==> config.mk <==
export PLATFORM = sky130hd
export DESIGN_NAME = eth_ipv4_tcp_header_parser_top
export DESIGN_NICKNAME = d
export VERILOG_FILES = /design/src/rtl/core/ethp_pkg.sv /design/src/rtl/core/ethp_capture.sv /design/src/rtl/core/ethp_check.sv /design/src/rtl/core/eth_ipv4_tcp_header_parser_top.sv
export SDC_FILE = /design/constraint.sdc
export NUM_CORES = 1
export LEC_CHECK = 0
export BUFFER_PORTS_ARGS = -buffer_cell sky130_fd_sc_hd__buf_2
export CAP_MARGIN = 15
export CORE_MARGIN = 2
export CORE_UTILIZATION = 45
export CTS_BUF_LIST = sky130_fd_sc_hd__clkbuf_4 sky130_fd_sc_hd__clkbuf_8
export CTS_CLUSTER_DIAMETER = 80
export DETAILED_ROUTE_END_ITERATION = 7
export GPL_TIMING_DRIVEN = 1
export PLACE_DENSITY = 0.69
export SLEW_MARGIN = 30
export SYNTH_ARGS = -nofsm -noshare
export SYNTH_HDL_FRONTEND = slang
export SYNTH_HIERARCHICAL = 1
export SYNTH_SLANG_ARGS = --single-unit
==> constraint.sdc <==
create_clock -name clk -period 28.1 [get_ports clk]
set_input_delay 5.62 -clock clk [delete_from_list [all_inputs] [get_ports clk]]
set_output_delay 5.62 -clock clk [all_outputs]
set_load 0.005 [all_outputs]
==> src/rtl/core/ethp_pkg.sv <==
// ----------------------------------------------------------------------------
// ethp_pkg
// Types and constants shared by the Ethernet/IPv4/TCP header parser.
// ----------------------------------------------------------------------------
package ethp_pkg;

  // Fixed header sizes and match values.
  localparam logic [7:0]  ETH_HDR_BYTES = 8'd14;
  localparam logic [7:0]  MIN_HDR_BYTES = 8'd20;
  localparam logic [15:0] TYPE_IPV4     = 16'h0800;
  localparam logic [7:0]  PROTO_TCP     = 8'd6;

  // Status codes of a parsed frame.
  localparam logic [2:0] ST_OK        = 3'd0;
  localparam logic [2:0] ST_SHORT     = 3'd1;
  localparam logic [2:0] ST_NOT_IPV4  = 3'd2;
  localparam logic [2:0] ST_NOT_TCP   = 3'd3;
  localparam logic [2:0] ST_BAD_IPHL  = 3'd4;
  localparam logic [2:0] ST_BAD_TCPHL = 3'd5;

  // Everything captured from one frame, as handed from capture to check.
  typedef struct packed {
    logic [15:0] byte_count;
    logic [47:0] mac_dest;
    logic [47:0] mac_src;
    logic [15:0] eth_type;
    logic [3:0]  ip_hlen_words;
    logic [15:0] ip_tot_len;
    logic [7:0]  ip_proto;
    logic [31:0] ip_src;
    logic [31:0] ip_dst;
    logic [3:0]  tcp_offset_words;
    logic [15:0] port_src;
    logic [15:0] port_dst;
  } frame_rec_t;

endpackage

==> src/rtl/core/ethp_capture.sv <==
// ----------------------------------------------------------------------------
// ethp_capture
// Byte counter and header field capture for the frame in progress.
// ----------------------------------------------------------------------------
module ethp_capture #(
  parameter int MAX_CAPTURE_BYTES = 65535
) (
  input  logic                  clk,
  input  logic                  rst_n,
  input  logic                  byte_valid,
  input  logic [7:0]            byte_data,
  input  logic                  byte_end,
  output logic                  byte_take,
  output logic                  rec_valid,
  input  logic                  rec_ready,
  output ethp_pkg::frame_rec_t  rec
);
  import ethp_pkg::*;

  localparam logic [15:0] MAX_CNT = 16'(MAX_CAPTURE_BYTES);

  frame_rec_t st_r;
  frame_rec_t st_nxt;
  logic [15:0] pos;
  logic [15:0] tcp_base;
  logic [15:0] tcp_off;
  logic        in_range;

  // A byte that ends a frame needs room in the check stage.
  assign byte_take = byte_valid && (!byte_end || rec_ready);
  assign rec_valid = byte_valid && byte_end;
  assign rec       = st_nxt;

  assign pos      = st_r.byte_count;
  assign in_range = (pos < MAX_CNT);
  assign tcp_base = 16'(ETH_HDR_BYTES) + {10'd0, st_r.ip_hlen_words, 2'b00};
  assign tcp_off  = pos - tcp_base;

  // Next capture state, with the current byte placed by its position.
  always_comb begin
    st_nxt = st_r;
    if (in_range) begin
      st_nxt.byte_count = pos + 16'd1;
      if (pos < 16'd6) begin
        st_nxt.mac_dest = {st_r.mac_dest[39:0], byte_data};
      end else if (pos < 16'd12) begin
        st_nxt.mac_src = {st_r.mac_src[39:0], byte_data};
      end else if (pos < 16'd14) begin
        st_nxt.eth_type = {st_r.eth_type[7:0], byte_data};
      end else if (pos == 16'd14) begin
        st_nxt.ip_hlen_words = byte_data[3:0];
      end else if (pos == 16'd16 || pos == 16'd17) begin
        st_nxt.ip_tot_len = {st_r.ip_tot_len[7:0], byte_data};
      end else if (pos == 16'd23) begin
        st_nxt.ip_proto = byte_data;
      end else if (pos >= 16'd26 && pos < 16'd30) begin
        st_nxt.ip_src = {st_r.ip_src[23:0], byte_data};
      end else if (pos >= 16'd30 && pos < 16'd34) begin
        st_nxt.ip_dst = {st_r.ip_dst[23:0], byte_data};
      end

      // TCP fields follow the stored IP header length and may overlap IP fields.
      if (pos >= tcp_base) begin
        if (tcp_off < 16'd2) begin
          st_nxt.port_src = {st_r.port_src[7:0], byte_data};
        end else if (tcp_off < 16'd4) begin
          st_nxt.port_dst = {st_r.port_dst[7:0], byte_data};
        end else if (tcp_off == 16'd12) begin
          st_nxt.tcp_offset_words = byte_data[7:4];
        end
      end
    end
  end

  // State register, cleared after each frame end.
  always_ff @(posedge clk) begin
    if (!rst_n) begin
      st_r <= '0;
    end else if (byte_take) begin
      if (byte_end) begin
        st_r <= '0;
      end else begin
        st_r <= st_nxt;
      end
    end
  end

endmodule

==> src/rtl/core/ethp_check.sv <==
// ----------------------------------------------------------------------------
// ethp_check
// Frame record register, header checks and the result register.
// ----------------------------------------------------------------------------
module ethp_check (
  input  logic                  clk,
  input  logic                  rst_n,
  input  logic                  rec_valid,
  output logic                  rec_ready,
  input  ethp_pkg::frame_rec_t  rec,
  output logic                  out_valid,
  input  logic                  out_stall,
  output logic [2:0]            out_parse_status,
  output logic [47:0]           out_dest_mac,
  output logic [47:0]           out_source_mac,
  output logic [31:0]           out_source_ip,
  output logic [31:0]           out_dest_ip,
  output logic [15:0]           out_source_port,
  output logic [15:0]           out_dest_port,
  output logic [15:0]           out_payload_length
);
  import ethp_pkg::*;

  frame_rec_t  rec_r;
  logic        rec_v_r;
  logic        out_v_r;
  logic        out_free;
  logic        rec_load;
  logic [15:0] caplen;
  logic [15:0] ip_len;
  logic [15:0] tcp_len;
  logic [15:0] hdrs;
  logic [15:0] room;
  logic [15:0] pay_raw;
  logic [2:0]  status_nxt;
  logic [15:0] pay_nxt;

  assign out_free  = !out_v_r || !out_stall;
  assign rec_ready = !rec_v_r || out_free;
  assign rec_load  = rec_valid && rec_ready;
  assign out_valid = out_v_r;

  // Header lengths in bytes.
  assign caplen  = rec_r.byte_count;
  assign ip_len  = {10'd0, rec_r.ip_hlen_words, 2'b00};
  assign tcp_len = {10'd0, rec_r.tcp_offset_words, 2'b00};
  assign hdrs    = 16'(ETH_HDR_BYTES) + ip_len + tcp_len;
  assign room    = caplen - hdrs;
  assign pay_raw = (rec_r.ip_tot_len > ip_len + tcp_len) ?
                   (rec_r.ip_tot_len - ip_len - tcp_len) : 16'd0;

  // Checks in order; the first failure decides the status.
  always_comb begin
    pay_nxt = 16'd0;
    priority if (caplen < 16'(ETH_HDR_BYTES)) begin
      status_nxt = ST_SHORT;
    end else if (rec_r.eth_type != TYPE_IPV4) begin
      status_nxt = ST_NOT_IPV4;
    end else if (caplen < 16'(ETH_HDR_BYTES) + 16'(MIN_HDR_BYTES)) begin
      status_nxt = ST_SHORT;
    end else if (rec_r.ip_proto != PROTO_TCP) begin
      status_nxt = ST_NOT_TCP;
    end else if (ip_len < 16'(MIN_HDR_BYTES)) begin
      status_nxt = ST_BAD_IPHL;
    end else if (caplen < 16'(ETH_HDR_BYTES) + ip_len + 16'(MIN_HDR_BYTES)) begin
      status_nxt = ST_SHORT;
    end else if (tcp_len < 16'(MIN_HDR_BYTES)) begin
      status_nxt = ST_BAD_TCPHL;
    end else if (caplen < hdrs) begin
      status_nxt = ST_SHORT;
    end else begin
      status_nxt = ST_OK;
      pay_nxt    = (pay_raw > room) ? room : pay_raw;
    end
  end

  // Valid flags of the record and result registers.
  always_ff @(posedge clk) begin
    if (!rst_n) begin
      rec_v_r <= 1'b0;
      out_v_r <= 1'b0;
    end else begin
      if (rec_ready) begin
        rec_v_r <= rec_valid;
      end
      if (out_free) begin
        out_v_r <= rec_v_r;
      end
    end
  end

  // Payload of the record and result registers.
  always_ff @(posedge clk) begin
    if (rec_load) begin
      rec_r <= rec;
    end
    if (out_free && rec_v_r) begin
      out_parse_status   <= status_nxt;
      out_dest_mac       <= rec_r.mac_dest;
      out_source_mac     <= rec_r.mac_src;
      out_source_ip      <= rec_r.ip_src;
      out_dest_ip        <= rec_r.ip_dst;
      out_source_port    <= rec_r.port_src;
      out_dest_port      <= rec_r.port_dst;
      out_payload_length <= pay_nxt;
    end
  end

endmodule

==> src/rtl/core/eth_ipv4_tcp_header_parser_top.sv <==
// ----------------------------------------------------------------------------
// eth_ipv4_tcp_header_parser_top
// Parses Ethernet, IPv4 and TCP headers from a byte stream, one result a frame.
// ----------------------------------------------------------------------------
// Usage:
//   The input channel carries one frame byte per item (in_frame_byte) with
//   in_frame_end marking the last byte. An item is taken on a clock edge with
//   in_valid high and in_stall low; one byte can be taken in every cycle while in_stall stays low.
//   The result channel carries one item per frame: status, Ethernet and IPv4
//   addresses, TCP ports and payload length, held while out_stall is high.
//   The result of a frame passes through the input register, the frame record
//   register and the result register, in that order. While in_stall is
//   low, throughput is one byte per cycle.
//   When the receiver stalls, one finished frame waits in the result register
//   and another in the record register; bytes in the middle of a frame are
//   still taken, and only a frame's last byte waits for room, raising in_stall.
//   Bytes past MAX_CAPTURE_BYTES are neither counted nor captured.
//   Reset clears all captured state and empties every register stage.
// ----------------------------------------------------------------------------
module eth_ipv4_tcp_header_parser_top #(
  parameter int MAX_CAPTURE_BYTES = 65535
) (
  input  logic        clk,
  input  logic        rst_n,
  input  logic        in_valid,
  output logic        in_stall,
  input  logic [7:0]  in_frame_byte,
  input  logic        in_frame_end,
  output logic        out_valid,
  input  logic        out_stall,
  output logic [2:0]  out_parse_status,
  output logic [47:0] out_dest_mac,
  output logic [47:0] out_source_mac,
  output logic [31:0] out_source_ip,
  output logic [31:0] out_dest_ip,
  output logic [15:0] out_source_port,
  output logic [15:0] out_dest_port,
  output logic [15:0] out_payload_length
);
  import ethp_pkg::*;

  logic       in_v_r;
  logic [7:0] in_byte_r;
  logic       in_end_r;
  logic       byte_take;
  logic       rec_valid;
  logic       rec_ready;
  frame_rec_t rec;

  // The input register holds its item until the capture stage takes it.
  assign in_stall = in_v_r && !byte_take;

  always_ff @(posedge clk) begin
    if (!rst_n) begin
      in_v_r <= 1'b0;
    end else if (!in_stall) begin
      in_v_r <= in_valid;
    end
  end

  always_ff @(posedge clk) begin
    if (in_valid && !in_stall) begin
      in_byte_r <= in_frame_byte;
      in_end_r  <= in_frame_end;
    end
  end

  // Field capture for the frame in progress.
  ethp_capture #(
    .MAX_CAPTURE_BYTES(MAX_CAPTURE_BYTES)
  ) u_capture (
    .clk       (clk),
    .rst_n     (rst_n),
    .byte_valid(in_v_r),
    .byte_data (in_byte_r),
    .byte_end  (in_end_r),
    .byte_take (byte_take),
    .rec_valid (rec_valid),
    .rec_ready (rec_ready),
    .rec       (rec)
  );

  // Header checks and the result register.
  ethp_check u_check (
    .clk               (clk),
    .rst_n             (rst_n),
    .rec_valid         (rec_valid),
    .rec_ready         (rec_ready),
    .rec               (rec),
    .out_valid         (out_valid),
    .out_stall         (out_stall),
    .out_parse_status  (out_parse_status),
    .out_dest_mac      (out_dest_mac),
    .out_source_mac    (out_source_mac),
    .out_source_ip     (out_source_ip),
    .out_dest_ip       (out_dest_ip),
    .out_source_port   (out_source_port),
    .out_dest_port     (out_dest_port),
    .out_payload_length(out_payload_length)
  );

endmodule

# Word level (Yosys, flattened, before mapping)
# Cells that the tools add are included.
[classes]
n_addsub = 10
multipliers = 0
div = 0
n_lt_le_gt_ge = 19
n_eq_ne = 7
n_shift = 0
mux = 33
n_bitwise = 0
reduce_logical = 20
[op_table]
columns = ["operator", "count"]
rows = [
  ["$mux 256", 2],
  ["$mux 156", 1],
  ["$mux 16", 7],
  ["$mux 108", 1],
  ["$mux 32", 3],
  ["$mux 48", 2],
  ["$mux 92", 1],
  ["$mux 88", 1],
  ["$mux 72", 1],
  ["$mux 64", 1],
  ["$eq 16x5->1 const B", 3],
  ["$lt 16x4->1 const B", 3],
  ["$mux 36", 1],
  ["$eq 16x4->1 const B", 2],
  ["$ge 16x5->1 const B", 2],
  ["$gt 16x16->1", 2],
  ["$lt 16x16->1", 2],
  ["$lt 16x3->1 const B", 2],
  ["$lt 16x6->1 const B", 2],
  ["$sub 16x16->16", 2],
  ["$sub 16x6->16", 2],
  ["$add 16x1->16 const B", 1],
  ["$add 16x5->16 const B", 1],
  ["$add 16x6->16", 1],
  ["19 further kinds", 43],
]
[word_totals]
register_bits = 735
latchBits = 0
ramBits = 0
rom_bits = 0
inputBits = 13
output_inout_bits = 213
elab_cells = 127
n_memories = 0

# Depth between registers and ports, before layout
[depth]
ltp_word = 12
ltp_mapped = 23
ltp_nobuf = 21

# Hierarchy
# The synthesis kept the hierarchy.
[by_module_without_submodules]
columns = ["mod", "n_inst", "cells_per_inst", "area_each_um2", "seq_area_each_um2"]
rows = [
  ["ethp_check", 1, 813, 16587.2, 14063.5],
  ["ethp_capture", 1, 1416, 13644.3, 5124.9],
  ["eth_ipv4_tcp_header_parser_top", 1, 13, 317.8, 290.3],
]

# Least setup slack after synthesis
# OpenSTA, ideal clock, no wires.
[synth_timing]
kind = "input to register"
from = "in out_stall"
to = "reg u_check.out_dest_ip[0], enable pin"
setup_ps = 1102
t_arrival_ps = 20817
path_slack_ps = 6181
path_stages = 1
n_path_buf = 0
cell_sequence = "a21boi_0"
[synth_via]
elab_chain_len = 3
[synth_lines]
columns = ["element", "line_no", "source"]
rows = [
  ["from (decl)", "eth_ipv4_tcp_header_parser_top.sv:30", "input logic out_stall,"],
  ["$logic_not 1->1", "ethp_check.sv:38", "assign out_free = !out_v_r || !out_stall;"],
  ["$logic_or 1x1->1", "ethp_check.sv:38", ""],
  ["$logic_and 1x1->1", "ethp_check.sv:97", "if (out_free && rec_v_r) begin"],
  ["to (signal assigned)", "ethp_check.sv:102", "out_dest_ip <= rec_r.ip_dst;"],
  ["to (decl)", "ethp_check.sv:17", "output logic [31:0] out_dest_ip,"],
]
# No other way between the ends.
# A chain may end at the register's enable or synchronous reset.

# Final worst setup path
[layout_timing]
from = "in out_stall"
to = "out in_stall"
[layout_via]
elab_chain_len = 7
[layout_lines]
columns = ["element", "line_no", "source"]
rows = [
  ["$logic_not 1->1", "ethp_check.sv:38", ""],
  ["$logic_or 1x1->1", "ethp_check.sv:38", ""],
  ["$logic_or 1x1->1", "ethp_check.sv:39", "assign rec_ready = !rec_v_r || out_free;"],
  ["named net rec_ready", "eth_ipv4_tcp_header_parser_top.sv:47", "logic rec_ready;"],
  ["$logic_or 1x1->1", "ethp_capture.sv:30", "assign byte_take = byte_valid && (!byte_end || rec_ready);"],
  ["$logic_and 1x1->1", "ethp_capture.sv:30", ""],
  ["named net byte_take", "eth_ipv4_tcp_header_parser_top.sv:45", "logic byte_take;"],
  ["$logic_not 1->1", "eth_ipv4_tcp_header_parser_top.sv:51", "assign in_stall = in_v_r && !byte_take;"],
  ["$logic_and 1x1->1", "eth_ipv4_tcp_header_parser_top.sv:51", ""],
  ["to (decl)", "eth_ipv4_tcp_header_parser_top.sv:26", "output logic in_stall,"],
]
# The timed path passes the listed nets, and every way through them passes these cells.

==> parameters.txt <==
Parameter                              Value

CTS
  TritonCTS Buffers ... 118
  Post-CTS repair timing setup buffer count ... 0
  CTS tree ... done
  Clock network latency to the later pin of the worst-skew pair ... ~740 ps
  Post-cts resize count ... 0
  Clock buffer depth ... 3
  H-tree levels ... 3
  Number of hold buffers added after cts ... 0
  Clock input transition at the sequential cells of the worst setup and hold paths ... approximately 60 ps
  Number of sinks driven by the clock tree ... around 740
  Clock root buffer ... clkbuf_8

Yosys
  Post-synth top area share ... 46.8%
  Distinct cell type count after synthesis ... 75
  Leading register cell type out of synthesis ... edfxtp_1
  Net count after synthesis ... approximately 2300
  Netlist area before placement ... 30500 µm²
  Commonest cells in the netlist ... edfxtp_1, dfxtp_1, mux2_2
  Post-synth top area cell ... edfxtp_1
  Synth async-reset ratio ... 0%
  Synthesis warning total ... 6
  Synth Instances ... 2242
  Seq/Total Area, Yosys ... between 60% and 70%
  Count leader, synth ... edfxtp_1
  Synthesized area per cell ... 13.6 µm²
  Synth top area cells ... edfxtp_1, dfxtp_1, mux2_2, a22oi_1, nor2b_1
  Number of synthesized flops with an enable pin ... 476
  #FFs+latches synth ... 735

Min path
  Hold Startpoint ... u_check/rec_r[192]
  Classification of the worst-slack hold path ... reg2reg
  Cells on Worst Hold Path ... 0

Finish
  Share of post-route cells with drive strength above 1 ... between 20% and 30%
  Design area ... 35100 µm²
  Number of nets in the layout ... between 2000 and 3000
  Area added between synthesis and finish ... 14.9%
  Number of filler cells placed in the layout ... 5590

Setup path
  Required time of the critical path ... 22480 ps
  CP max FO ... 160
  Worst setup path class ... in2out
  Endpoint kind of the worst setup timing path ... output pin
  Setup crit start kind ... input pin
  Reg-to-Reg Start ... u_check/ip_len[2]
  Arrival time at the worst endpoint ... between 7000 and 8000 ps
  Worst setup path startpoint ... out_stall
  Reg2reg path depth ... 20

Placement
  Total cell area at the placement stage ... between 30000 and 40000 µm²
  I/O Buffers ... 225
  Post-detailed-placement half-perimeter wirelength ... 44100 µm
  DP Worst Slack ... 14760 ps
  Final weighted congestion of routability-driven global placement ... 0.876

Timing
  Post-layout minimum cycle time ... 13270 ps
  Setup TNS after final layout ... 0 ps
  Max Clock Freq ... 75.4 MHz
  Setup violation total in the final timing report ... 0
  Setup repair after global routing missed its margin ... no
  Post-route fraction of the period consumed by the critical path ... 47.2%
  Final worst slack ... 14830 ps
  Max-Slew Margin vs Limit ... between 20% and 30%
  Max Transition Viols Final ... 0
  Worst Max-Slew Pin Slew ... 1080 ps
  Number of failing hold endpoints at the final stage ... 0
  Worst-case clock skew ... 42.8 ps

Routing
  Via density per instance ... 5.53
  Final routed DRC violation total ... 0
  Routed length per instance ... 20.5 µm
  First-pass iteration count of the detailed router ... 7
  Routed WL ... 70800 µm
  Vias after detailed routing ... 19100
  Iteration-0 DRC Markers ... approximately 1400
  Post-detailed-route count of antenna-violating nets ... 0

Global routing
  Global-route wire length before repair ... 109000 µm
  Maximum number of pins on one net before global-route repair ... ~160
  Overall routing resource usage ... 19.8%
  GRT Residual Overflow ... 0
  Via count of the first global-routing pass ... 19000
  Initial antenna violation count ... 2

Floorplanning
  Area of the core region ... 67200 µm²
  Total Die Area ... 70000 µm²
  Initial Utilization ... 45.5%
  Die X-Extent ... 265 µm
  DIE HEIGHT ... 265 µm
  Site Rows ... 95
  # IOs ... between 200 and 250

Outcome
  Status ... complete, no violations

Power and ir drop
  Pwr per Cell Area ... 65.0 nW/µm²
  Leakage power of the design ... 12.2 nW
  Worst ir drop on vdd ... 0.0466 mV

Run
  Max Cap Violations ... 0
[worst paths after layout]
kind | slack [ps] | end
min | 400 | u_check/out_dest_mac[0]
max reg2reg | 22290 | u_check/out_payload_length[10]
max | 14830 | in_stall
min reg2reg | 400 | u_check/out_dest_mac[0]
[layout by cell type, fill, tap and decap left out, types with 47 or more instances in the layout]
| cell type | count |
|---|---|
| nand2_1 | 47 |
| buf_2 | 224 |
| clkbuf_8 | 138 |
| nand3_1 | 99 |
| edfxtp_1 | 476 |
| dfxtp_1 | 259 |
| ha_1 | 65 |
| a22oi_1 | 219 |
| mux2_2 | 236 |
| a21oi_1 | 52 |
| nor2b_1 | 229 |
[per-stage QoR]
stage / util (%) / total power [mW] / cells / hold slack [ps]
after floorplan: - / 1.29 / 2242 / 400
after global placement: 48.3 / 1.32 / 3216 / 404
after detailed placement: 48.3 / 1.32 / 3217 / 405
after CTS: 52.2 / 2.31 / 3443 / 398
after global routing: 52.3 / 2.37 / 3444 / 407
final: 52.3 / 2.28 / 3445 / 402
[worst max-delay path: stages]
cell	delay, ps
buf_2	120
nand3_1	170
o21ai_4	190
buf_12	540
inv_1	560
nor2b_4	280
buf_2	140
[sequential cells by signal (all words and copies together), names as in the netlist, 32 cells and up]
signal and flops:
u_capture/st_r 240, u_check/rec_r 236, u_check/out_dest_mac 48, u_check/out_source_mac 48, u_check/out_dest_ip 32, u_check/out_source_ip 32
[cell type report]
type                            instances  area [µm²]  area share, %
Antenna cell                            2        5.00         0.0143
Tap cell                              873        1090           3.11
Inverter                               33         124          0.353
Sequential cell                       735       19500           55.5
Multi-Input combinational cell       1323       10400           29.7
Clock buffer                          176        2180           6.22
Clock inverter                         50         440           1.25
Timing Repair Buffer                  253        1370           3.90
[routing by layer]
layer  track usage [%]  part of all wire (%)  up-vias
met5                 0                     0        -
met2              32.5                    48      525
li1                  -                     -     8987
met4              7.63                   2.7        0
met3              5.08                   7.0      104
met1              25.2                    42     9442
[power by group]
part | internal (mW) | switching (mW)
Sequential | 1.17 | 0.0123
Clock | 0.558 | 0.427
Combinational | 0.0363 | 0.0779
Total | 1.76 | 0.518
[kinds of logic (layout without fill, tap and decap cells)]
kind of cell,Yosys count,in the layout,synth area share [%]
multiplexers,246,246,9.05
flip-flops,735,735,63.8
adder cells (fa/ha/maj),73,73,3.19
other,0,2,0
AND/OR/NAND/NOR,531,531,10.1
AO/OA/AOI/OAI,430,430,10.2
XOR/XNOR,43,43,1.23
buffers and inverters,184,512,2.44
No activity file was read; power rests on OpenSTA's default activity.
